===== src/hw/rtl/density_heatmap_colorizer_defines.svh =====
// Assertion helpers used by the colorizer RTL.
`ifndef DENSITY_HEATMAP_COLORIZER_DEFINES_SVH
`define DENSITY_HEATMAP_COLORIZER_DEFINES_SVH

// Same-cycle implication, disabled while reset is held.
`define DHC_ASSERT_NOW(label, clk, rstn, ante, cons, msg) \
    label: assert property (@(posedge clk) disable iff (!(rstn)) (ante) |-> (cons)) \
        else $error(msg);

// Next-cycle implication, disabled while reset is held.
`define DHC_ASSERT_NEXT(label, clk, rstn, ante, cons, msg) \
    label: assert property (@(posedge clk) disable iff (!(rstn)) (ante) |=> (cons)) \
        else $error(msg);

`endif


===== src/hw/rtl/dhc_pkg.sv =====
package dhc_pkg;

    localparam int COUNT_BITS_DEF = 16;
    localparam int FRAC_BITS_DEF  = 10;

    // Level scale: the level runs 0..250 in LEVEL_BITS integer bits.
    localparam int LEVEL_TOP  = 250;
    localparam int LEVEL_BITS = 8;

    // Hue ramp breakpoints and slope (4.25 = 17/4).
    localparam int BRK_1    = 60;
    localparam int BRK_2    = 120;
    localparam int BRK_3    = 180;
    localparam int BRK_4    = 240;
    localparam int SLOPE_X4 = 17;

    localparam logic [7:0] BYTE_FULL = 8'd255;
    localparam logic [7:0] BYTE_OFF  = 8'd0;

    // Config port.
    localparam int APB_DW = 32;
    localparam int APB_AW = 3;
    localparam int MAXP_W = 16;
    localparam logic [APB_AW-3:0] REG_MAX_PARTICLE = '0;
    localparam logic [MAXP_W-1:0] MAXP_RESET       = 16'd1;

    typedef struct packed {
        logic [15:0] particle_count;
        logic        ground_contact;
    } pixel_in_t;

    typedef struct packed {
        logic [7:0] byte_zero;
        logic [7:0] byte_one;
        logic [7:0] byte_two;
    } pixel_out_t;

    // Sideband that rides along the divider stages.
    typedef struct packed {
        logic ground;
        logic sat;
    } div_tag_t;

    localparam pixel_out_t GROUND_COLOR = '{byte_zero: 8'd19, byte_one: 8'd69,
                                           byte_two: 8'd139};

endpackage


===== src/hw/rtl/dhc_div_pipe.sv =====
module dhc_div_pipe #(
    parameter int COUNT_BITS = dhc_pkg::COUNT_BITS_DEF,
    parameter int FRAC_BITS  = dhc_pkg::FRAC_BITS_DEF
) (
    input  logic                                       aclk,
    input  logic                                       aresetn,
    input  logic                                       adv,
    input  logic                                       in_valid,
    input  dhc_pkg::div_tag_t                          in_tag,
    input  logic [COUNT_BITS-1:0]                      in_rem,
    input  logic [dhc_pkg::LEVEL_BITS+FRAC_BITS-1:0]   in_low,
    input  logic [COUNT_BITS-1:0]                      den,
    output logic                                       out_valid,
    output dhc_pkg::div_tag_t                          out_tag,
    output logic [dhc_pkg::LEVEL_BITS+FRAC_BITS-1:0]   out_quo
);
    import dhc_pkg::*;

    localparam int QW = LEVEL_BITS + FRAC_BITS;
    localparam int CW = COUNT_BITS;

    // One restoring step per stage: remaining dividend bits shift out of
    // the top of lq while quotient bits shift in at the bottom.
    logic            v_reg   [QW];
    div_tag_t        tag_reg [QW];
    logic [CW-1:0]   rem_reg [QW];
    logic [QW-1:0]   lq_reg  [QW];

    for (genvar i = 0; i < QW; i++) begin : g_stage
        logic          v_prev;
        div_tag_t      tag_prev;
        logic [CW-1:0] rem_prev;
        logic [QW-1:0] lq_prev;
        logic [CW:0]   trial;
        logic [CW:0]   diff;
        logic          ge;
        logic [CW-1:0] rem_next;
        logic [QW-1:0] lq_next;

        if (i == 0) begin : g_first
            assign v_prev   = in_valid;
            assign tag_prev = in_tag;
            assign rem_prev = in_rem;
            assign lq_prev  = in_low;
        end else begin : g_rest
            assign v_prev   = v_reg[i-1];
            assign tag_prev = tag_reg[i-1];
            assign rem_prev = rem_reg[i-1];
            assign lq_prev  = lq_reg[i-1];
        end

        assign trial    = {rem_prev, lq_prev[QW-1]};
        assign diff     = trial - {1'b0, den};
        assign ge       = (trial >= {1'b0, den});
        assign rem_next = ge ? diff[CW-1:0] : trial[CW-1:0];
        assign lq_next  = {lq_prev[QW-2:0], ge};

        always_ff @(posedge aclk) begin
            if (!aresetn) begin
                v_reg[i] <= 1'b0;
            end else if (adv) begin
                v_reg[i] <= v_prev;
            end
        end

        always_ff @(posedge aclk) begin
            if (adv) begin
                tag_reg[i] <= tag_prev;
                rem_reg[i] <= rem_next;
                lq_reg[i]  <= lq_next;
            end
        end
    end

    assign out_valid = v_reg[QW-1];
    assign out_tag   = tag_reg[QW-1];
    assign out_quo   = lq_reg[QW-1];

endmodule


===== src/hw/rtl/density_heatmap_colorizer.sv =====
// Density heat-map colorizer: turns a per-site particle count into three
// color bytes through a rainbow hue ramp; ground sites come out brown.
//
// Channels: s_valid/s_ready/s_data carry one pixel request (particle count
// plus ground flag), m_valid/m_ready/m_data carry one color triple back.
// An APB-style port writes max_particle at byte address 0; pready is tied
// high. Write it only while no request is in flight.
//
// Stages from accept to m_valid: one entry stage that scales the count by
// 250, one divider stage per quotient bit, one stage that picks the ramp
// segment, one output register that applies the slope.
// Throughput: one pixel per clock while the receiver takes results; the
// restoring divider is fully pipelined, one quotient bit per stage.
//
// Reset (aresetn low, synchronous) empties every stage and sets
// max_particle to 1. When the receiver stalls, every stage behind the output
// holds; the entry stage still takes one more request if it was empty.
`include "density_heatmap_colorizer_defines.svh"

module density_heatmap_colorizer #(
    parameter int COUNT_BITS = dhc_pkg::COUNT_BITS_DEF,
    parameter int FRAC_BITS  = dhc_pkg::FRAC_BITS_DEF
) (
    input  logic                          aclk,
    input  logic                          aresetn,
    // Pixel requests
    input  logic                          s_valid,
    output logic                          s_ready,
    input  dhc_pkg::pixel_in_t            s_data,
    // Color results
    output logic                          m_valid,
    input  logic                          m_ready,
    output dhc_pkg::pixel_out_t           m_data,
    // Config port
    input  logic                          psel,
    input  logic                          penable,
    input  logic                          pwrite,
    input  logic [dhc_pkg::APB_AW-1:0]    paddr,
    input  logic [dhc_pkg::APB_DW-1:0]    pwdata,
    output logic [dhc_pkg::APB_DW-1:0]    prdata,
    output logic                          pready
);
    import dhc_pkg::*;

    localparam int CW = COUNT_BITS;
    localparam int PW = COUNT_BITS + LEVEL_BITS;   // count * 250
    localparam int QW = LEVEL_BITS + FRAC_BITS;    // fixed-point level
    localparam int DW = $clog2(BRK_1 + 1) + FRAC_BITS; // ramp distance
    localparam int RW = DW + 5;                    // distance * 17

    localparam logic [QW-1:0] TOP_FX  = QW'(LEVEL_TOP) << FRAC_BITS;
    localparam logic [QW-1:0] BRK1_FX = QW'(BRK_1) << FRAC_BITS;
    localparam logic [QW-1:0] BRK2_FX = QW'(BRK_2) << FRAC_BITS;
    localparam logic [QW-1:0] BRK3_FX = QW'(BRK_3) << FRAC_BITS;
    localparam logic [QW-1:0] BRK4_FX = QW'(BRK_4) << FRAC_BITS;

    // Hue ramp segments, in order of rising level.
    typedef enum logic [2:0] {
        SEG_GREEN_UP = 3'd0,
        SEG_BLUE_DN  = 3'd1,
        SEG_RED_UP   = 3'd2,
        SEG_GREEN_DN = 3'd3,
        SEG_BLUE_UP  = 3'd4
    } seg_t;

    // ------------------------------------------------------------------
    // Config register
    // ------------------------------------------------------------------
    logic [MAXP_W-1:0]   max_particle_reg;
    logic [APB_AW-3:0]   reg_idx;
    logic                cfg_wr;

    assign pready  = 1'b1;
    assign reg_idx = paddr[APB_AW-1:2];
    assign cfg_wr  = psel && penable && pwrite && pready;

    always_ff @(posedge aclk) begin
        if (!aresetn) begin
            max_particle_reg <= MAXP_RESET;
        end else if (cfg_wr && (reg_idx == REG_MAX_PARTICLE)) begin
            max_particle_reg <= pwdata[MAXP_W-1:0];
        end
    end

    // Decode reads; unknown addresses read as zero.
    always_comb begin
        unique case (reg_idx)
            REG_MAX_PARTICLE: prdata = APB_DW'(max_particle_reg);
            default:          prdata = '0;
        endcase
    end

    // ------------------------------------------------------------------
    // Flow control: one advance for the whole pipe, stalled only by a
    // result that waits at the output. The entry stage also fills a bubble.
    // ------------------------------------------------------------------
    logic adv;
    logic out_v_reg;
    logic v1_reg;

    assign adv     = !out_v_reg || m_ready;
    assign s_ready = adv || !v1_reg;

    // ------------------------------------------------------------------
    // Entry stage: scale the count by 250 and flag saturation
    // ------------------------------------------------------------------
    logic [CW-1:0]   count;
    logic [CW-1:0]   den;
    logic [PW-1:0]   prod;
    div_tag_t        tag_next;
    div_tag_t        tag1_reg;
    logic [CW-1:0]   rem1_reg;
    logic [QW-1:0]   lq1_reg;

    assign count = CW'(s_data.particle_count);
    assign den   = CW'(max_particle_reg);
    assign prod  = PW'(count) * PW'(LEVEL_TOP);

    // Level hits the top exactly when count >= max_particle; a zero
    // divisor saturates as well.
    assign tag_next.ground = s_data.ground_contact;
    assign tag_next.sat    = (den == '0) || (count >= den);

    always_ff @(posedge aclk) begin
        if (!aresetn) begin
            v1_reg <= 1'b0;
        end else if (s_ready) begin
            v1_reg <= s_valid;
        end
    end

    // Seed the divider with the top bits of the dividend; they stay below
    // the divisor whenever the level does not saturate.
    always_ff @(posedge aclk) begin
        if (s_ready) begin
            tag1_reg <= tag_next;
            rem1_reg <= prod[PW-1:LEVEL_BITS];
            lq1_reg  <= {prod[LEVEL_BITS-1:0], {FRAC_BITS{1'b0}}};
        end
    end

    // ------------------------------------------------------------------
    // Pipelined divider: level = count * 250 * 2^FRAC_BITS / max_particle
    // ------------------------------------------------------------------
    logic            div_valid;
    div_tag_t        div_tag;
    logic [QW-1:0]   div_quo;

    dhc_div_pipe #(
        .COUNT_BITS (COUNT_BITS),
        .FRAC_BITS  (FRAC_BITS)
    ) u_div (
        .aclk      (aclk),
        .aresetn   (aresetn),
        .adv       (adv),
        .in_valid  (v1_reg),
        .in_tag    (tag1_reg),
        .in_rem    (rem1_reg),
        .in_low    (lq1_reg),
        .den       (den),
        .out_valid (div_valid),
        .out_tag   (div_tag),
        .out_quo   (div_quo)
    );

    // ------------------------------------------------------------------
    // Segment stage: clamp the level, pick the ramp segment and take the
    // distance from its anchor along the slope.
    // ------------------------------------------------------------------
    logic [QW-1:0]   level;
    seg_t            seg_next;
    logic [QW-1:0]   dist_next;
    logic            va_reg;
    logic            ga_reg;
    seg_t            sega_reg;
    logic [DW-1:0]   dfa_reg;

    assign level = div_tag.sat ? TOP_FX : div_quo;

    always_comb begin
        if (level < BRK1_FX) begin
            seg_next  = SEG_GREEN_UP;
            dist_next = level;
        end else if (level < BRK2_FX) begin
            seg_next  = SEG_BLUE_DN;
            dist_next = BRK2_FX - level;
        end else if (level < BRK3_FX) begin
            seg_next  = SEG_RED_UP;
            dist_next = level - BRK2_FX;
        end else if (level < BRK4_FX) begin
            seg_next  = SEG_GREEN_DN;
            dist_next = BRK4_FX - level;
        end else begin
            seg_next  = SEG_BLUE_UP;
            dist_next = level - BRK4_FX;
        end
    end

    always_ff @(posedge aclk) begin
        if (!aresetn) begin
            va_reg <= 1'b0;
        end else if (adv) begin
            va_reg <= div_valid;
        end
    end

    // Distance never exceeds one segment width, so DW bits hold it.
    always_ff @(posedge aclk) begin
        if (adv) begin
            ga_reg   <= div_tag.ground;
            sega_reg <= seg_next;
            dfa_reg  <= dist_next[DW-1:0];
        end
    end

    // ------------------------------------------------------------------
    // Output stage: ramp = floor(17 * dist / 2^(FRAC_BITS+2)), then place
    // the three bytes for the segment; ground overrides with brown.
    // ------------------------------------------------------------------
    logic [RW-1:0]   slope_prod;
    logic [RW-1:0]   slope_shift;
    logic [7:0]      ramp;
    pixel_out_t      pix_next;
    pixel_out_t      out_data_reg;
    logic            out_ground_reg;

    assign slope_prod  = RW'(dfa_reg) * RW'(SLOPE_X4);
    assign slope_shift = slope_prod >> (FRAC_BITS + 2);
    assign ramp        = slope_shift[7:0];

    always_comb begin
        case (sega_reg)
            SEG_GREEN_UP: pix_next = '{byte_zero: BYTE_FULL, byte_one: ramp,
                                       byte_two: BYTE_OFF};
            SEG_BLUE_DN:  pix_next = '{byte_zero: ramp, byte_one: BYTE_FULL,
                                       byte_two: BYTE_OFF};
            SEG_RED_UP:   pix_next = '{byte_zero: BYTE_OFF, byte_one: BYTE_FULL,
                                       byte_two: ramp};
            SEG_GREEN_DN: pix_next = '{byte_zero: BYTE_OFF, byte_one: ramp,
                                       byte_two: BYTE_FULL};
            SEG_BLUE_UP:  pix_next = '{byte_zero: ramp, byte_one: BYTE_OFF,
                                       byte_two: BYTE_FULL};
            default:      pix_next = '{byte_zero: BYTE_OFF, byte_one: BYTE_OFF,
                                       byte_two: BYTE_OFF};
        endcase
        if (ga_reg) begin
            pix_next = GROUND_COLOR;
        end
    end

    always_ff @(posedge aclk) begin
        if (!aresetn) begin
            out_v_reg <= 1'b0;
        end else if (adv) begin
            out_v_reg <= va_reg;
        end
    end

    always_ff @(posedge aclk) begin
        if (adv) begin
            out_data_reg   <= pix_next;
            out_ground_reg <= ga_reg;
        end
    end

    assign m_valid = out_v_reg;
    assign m_data  = out_data_reg;

    // ------------------------------------------------------------------
    // Checks
    // ------------------------------------------------------------------
    `DHC_ASSERT_NEXT(a_accept_lands, aclk, aresetn, s_valid && s_ready, v1_reg,
        "accepted request did not land in the entry stage")
    `DHC_ASSERT_NOW(a_level_bound, aclk, aresetn, div_valid && !div_tag.sat, div_quo < TOP_FX,
        "unsaturated divider result reached the top of the scale")
    `DHC_ASSERT_NOW(a_hue_full, aclk, aresetn, m_valid && !out_ground_reg,
        (m_data.byte_zero == BYTE_FULL) || (m_data.byte_one == BYTE_FULL) || (m_data.byte_two == BYTE_FULL),
        "hue result has no saturated channel")
    `DHC_ASSERT_NEXT(a_ground_brown, aclk, aresetn, adv && va_reg && ga_reg,
        m_valid && (m_data == GROUND_COLOR),
        "ground pixel did not come out brown")

endmodule

===== config.mk =====
export PLATFORM = sky130hd
export DESIGN_NAME = density_heatmap_colorizer
export DESIGN_NICKNAME = d
export VERILOG_FILES = /design/src/hw/rtl/dhc_pkg.sv /design/src/hw/rtl/dhc_div_pipe.sv /design/src/hw/rtl/density_heatmap_colorizer.sv
export VERILOG_INCLUDE_DIRS = /design/src /design/src/hw/rtl
export SDC_FILE = /design/constraint.sdc
export NUM_CORES = 1
export LEC_CHECK = 0
export ABC_AREA = 1
export CAP_MARGIN = 40
export CORE_ASPECT_RATIO = 1.2
export CORE_MARGIN = 2
export CORE_UTILIZATION = 70
export CTS_BUF_LIST = sky130_fd_sc_hd__clkbuf_4 sky130_fd_sc_hd__clkbuf_8
export DETAILED_ROUTE_END_ITERATION = 10
export DONT_BUFFER_PORTS = 1
export PLACE_DENSITY_LB_ADDON = 0.08
export SKIP_CTS_REPAIR_TIMING = 1
export SKIP_LAST_GASP = 1
export SYNTH_ARGS = -nofsm -noshare
export SYNTH_HDL_FRONTEND = slang
export SYNTH_SLANG_ARGS = --single-unit

===== constraint.sdc =====
create_clock -name aclk -period 27.3 [get_ports aclk]
set_clock_uncertainty 0.1 [all_clocks]
set_input_delay 4.095 -clock aclk [delete_from_list [all_inputs] [get_ports aclk]]
set_output_delay 4.095 -clock aclk [all_outputs]
set_load 0.02 [all_outputs]

==> run summary <==
outcome - complete, no violations
fraction of layout cells with a size suffix above 1 - 5.18%
final worst setup slack - 18.25 ns
Core Util, Final - 75.6%
first-pass GRT wire length - 154,000 microns
worst vdd rail ir drop - 0.0783 mV
Worst-path clk slew - 0.06 ns
RSZ-0062 raised after global routing - no
synth warn - 0
leak pwr - 19.4 nW
required time worst endpoint - 23.10 ns
Synth Instances - 4,531
largest net degree at the start of global routing - 193
clk_lat worst skew - 0.70 ns
Die Height - 267 microns
Syn Std Cell Area - 40,400 sq um
Setup Crit Path Kind - in2out
Core Area - 57,100 sq um
area leader, netlist - edfxtp_1
via count - 31,752
GR Overflow Total - 0
routed len/inst - 18.1 microns
NumNets Final - 5,111
Initial Util - 70.7%
Detail Route Antenna Nets - 0
routability cong. - 0.928
CP startpoint kind - input pin
crit path time final - 9.05 ns
Crit. End Element - output port
Hold Path End - u_div.lq_reg[13][13]
Ports - 118
Final Hold Viols - 0
initial drt markers - 2,493
GRT Util Overall - 33.0%
R2R setup slack - 23.55 ns
# H-tree levels - 3
worst path arrival time - 4.85 ns
number of buffers created by CTS - 94
Hold Path Class - reg2reg
max FFs per register - 272
Worst R2R End - u_div.rem_reg[4][15]
count of input and output buffers - 0
final setup vio count - 0
R2R depth - 14
Layout fillers - 4,192
CTS Buffer Depth - 3
setup_tns - 0 ns
initial antenna violation count - 1
CTS Root Cell - clkbuf_8
Yosys top cell area share - 43.6%
drt total wl - 97,700 microns
Synth area leaders - edfxtp_1 (44%), nand2_1 (12%), ha_1 (12%)
total chip power - 5.88 mW
DRC - 0
Slew HR - 32.4%
DRT Pass-1 Iters - 6
row count - 96
Sink Count - 606
max-slew violation count - 0
post-DP HPWL - 67,600 microns
register area share after synthesis - 44.6%
Die Wd - 223 microns
MaxCap Viol Count - 0
FMAX - 111 MHz
part of the cycle the worst path needs - 33.1%
Hold Crit Start - u_div.lq_reg[12][12]
Syn Area/Cell - 8.91 sq um
full die area - 59,600 sq um
crit-path max FO - 27
pwr/cell area - 136 nW/um^2
CTS tree - yes
Synth cell types - 47
Worst-Margin Slew - 1.01 ns
worst reg2reg startpoint - den[1]
vias in the first global route - 30,787
dpl ws - 18.24 ns
WHS Path Cells - 0
Yosys reg bits - 606
Synth-to-Final Area Change - 6.94%
drt via density - 5.87
where the power goes:
part | internal, mW | total [mW] | switching (mW) | leakage (nW)
clock | 0.425 | 0.791 | 0.366 | 1.02
sequential | 1.60 | 1.85 | 0.243 | 6.18
combinational | 1.17 | 3.25 | 2.07 | 12.2
per-stage QoR:
stage                     hold slack [ns]  instance area (sq um)  std cells
after floorplan                     0.300                  40400       4546
after global placement              0.300                  41100       5233
after CTS                           0.293                  43200       5410
final                               0.303                  43200       5411
after detailed placement            0.305                  41200       5238
after global routing                0.304                  43200       5411
final cells by class:
type                       instances  area [sq um]  area share (%)
antenna                            1          2.50         0.00580
clock buffer                     123          1520            3.52
clock inverter                    49           435            1.01
inverter                         410          1550            3.59
multi-input combinational       3452         20400            47.3
sequential                       606         18000            41.7
tap                              735           920            2.13
timing repair buffer              35           319           0.739
Yosys cell counts, drive strengths merged:
library cell and count:
edfxtp 586, a41oi 1, fa 71, clkbuf 26
buf 52, nor4 11, a21boi 21, or2 8
a21oi 324, nand2 1322, ha 382, nand3b 26
o31ai 1, nor3 20, dfxtp 20, inv 410
nor3b 6, nand4 40, or3 1, xor2 148
o21a 1, nor2 335, o21ai 203, a21o 21
xnor2 65, o21bai 12, a31oi 18, and3 2
nand3 384, o211ai 3, and2 5, a211oi 4
conb 2
worst max-delay path, cell delays in order:
cell,delay [ns]
nor2_1,0.35
nand2_1,0.10
buf_4,0.28
kinds of logic (layout without fill, tap and decap cells):
| group | Yosys count | in the layout | synth area share, % |
|---|---|---|---|
| other | 2 | 18 | 0.0186 |
| DFF | 606 | 606 | 44.6 |
| and+or+nand+nor | 2160 | 2160 | 22.4 |
| adders and majority gates | 453 | 453 | 15.4 |
| AOI/OAI and AO/OA | 609 | 609 | 8.05 |
| buffers and inverters | 488 | 617 | 4.96 |
| xor gates and xnor gates | 213 | 213 | 4.62 |
metal layers:
layer	GRT usage [%]	up-vias	share of wire (%)
met5	0	-	0
met4	20.0	0	6.2
met3	4.45	364	5.8
met2	58.1	1124	49
met1	38.6	14641	39
li1	-	15623	-
cell usage in the layout (no fill, tap or decap), types with 10 or more instances in the layout:
| cell | netlist | routed |
|---|---|---|
| fa_1 | 71 | 71 |
| clkbuf_4 | 0 | 28 |
| nor4_1 | 11 | 11 |
| dfxtp_1 | 20 | 18 |
| o21ai_0 | 196 | 196 |
| clkbuf_8 | 0 | 95 |
| nand4_1 | 40 | 40 |
| clkinv_1 | 0 | 24 |
| nor2_1 | 333 | 333 |
| nand2_1 | 1297 | 1297 |
| edfxtp_1 | 586 | 586 |
| nor3_1 | 18 | 18 |
| ha_1 | 382 | 382 |
| xnor2_1 | 65 | 65 |
| buf_4 | 30 | 31 |
| clkinv_2 | 0 | 10 |
| a31oi_1 | 17 | 17 |
| nand3_1 | 383 | 383 |
| a21o_1 | 21 | 21 |
| o21bai_1 | 12 | 12 |
| nand2_2 | 21 | 21 |
| nand3b_1 | 26 | 26 |
| inv_1 | 400 | 399 |
| a21boi_0 | 21 | 21 |
| conb_1 | 2 | 17 |
| a21oi_1 | 324 | 324 |
| xor2_1 | 148 | 148 |
how the worst max path moves through the flow:
stage             from             end  slack [ns]
3_3_place_gp   m_ready         s_ready       18.25
3_5_place_dp   m_ready         s_ready       18.24
2_1_floorplan  m_ready  u_div.v_reg[0]        9.82
6_report       m_ready         s_ready       18.25
4_1_cts        m_ready         s_ready       18.24
5_1_grt        m_ready         s_ready       18.17
Note: power is estimated with default switching activity, not from simulation.
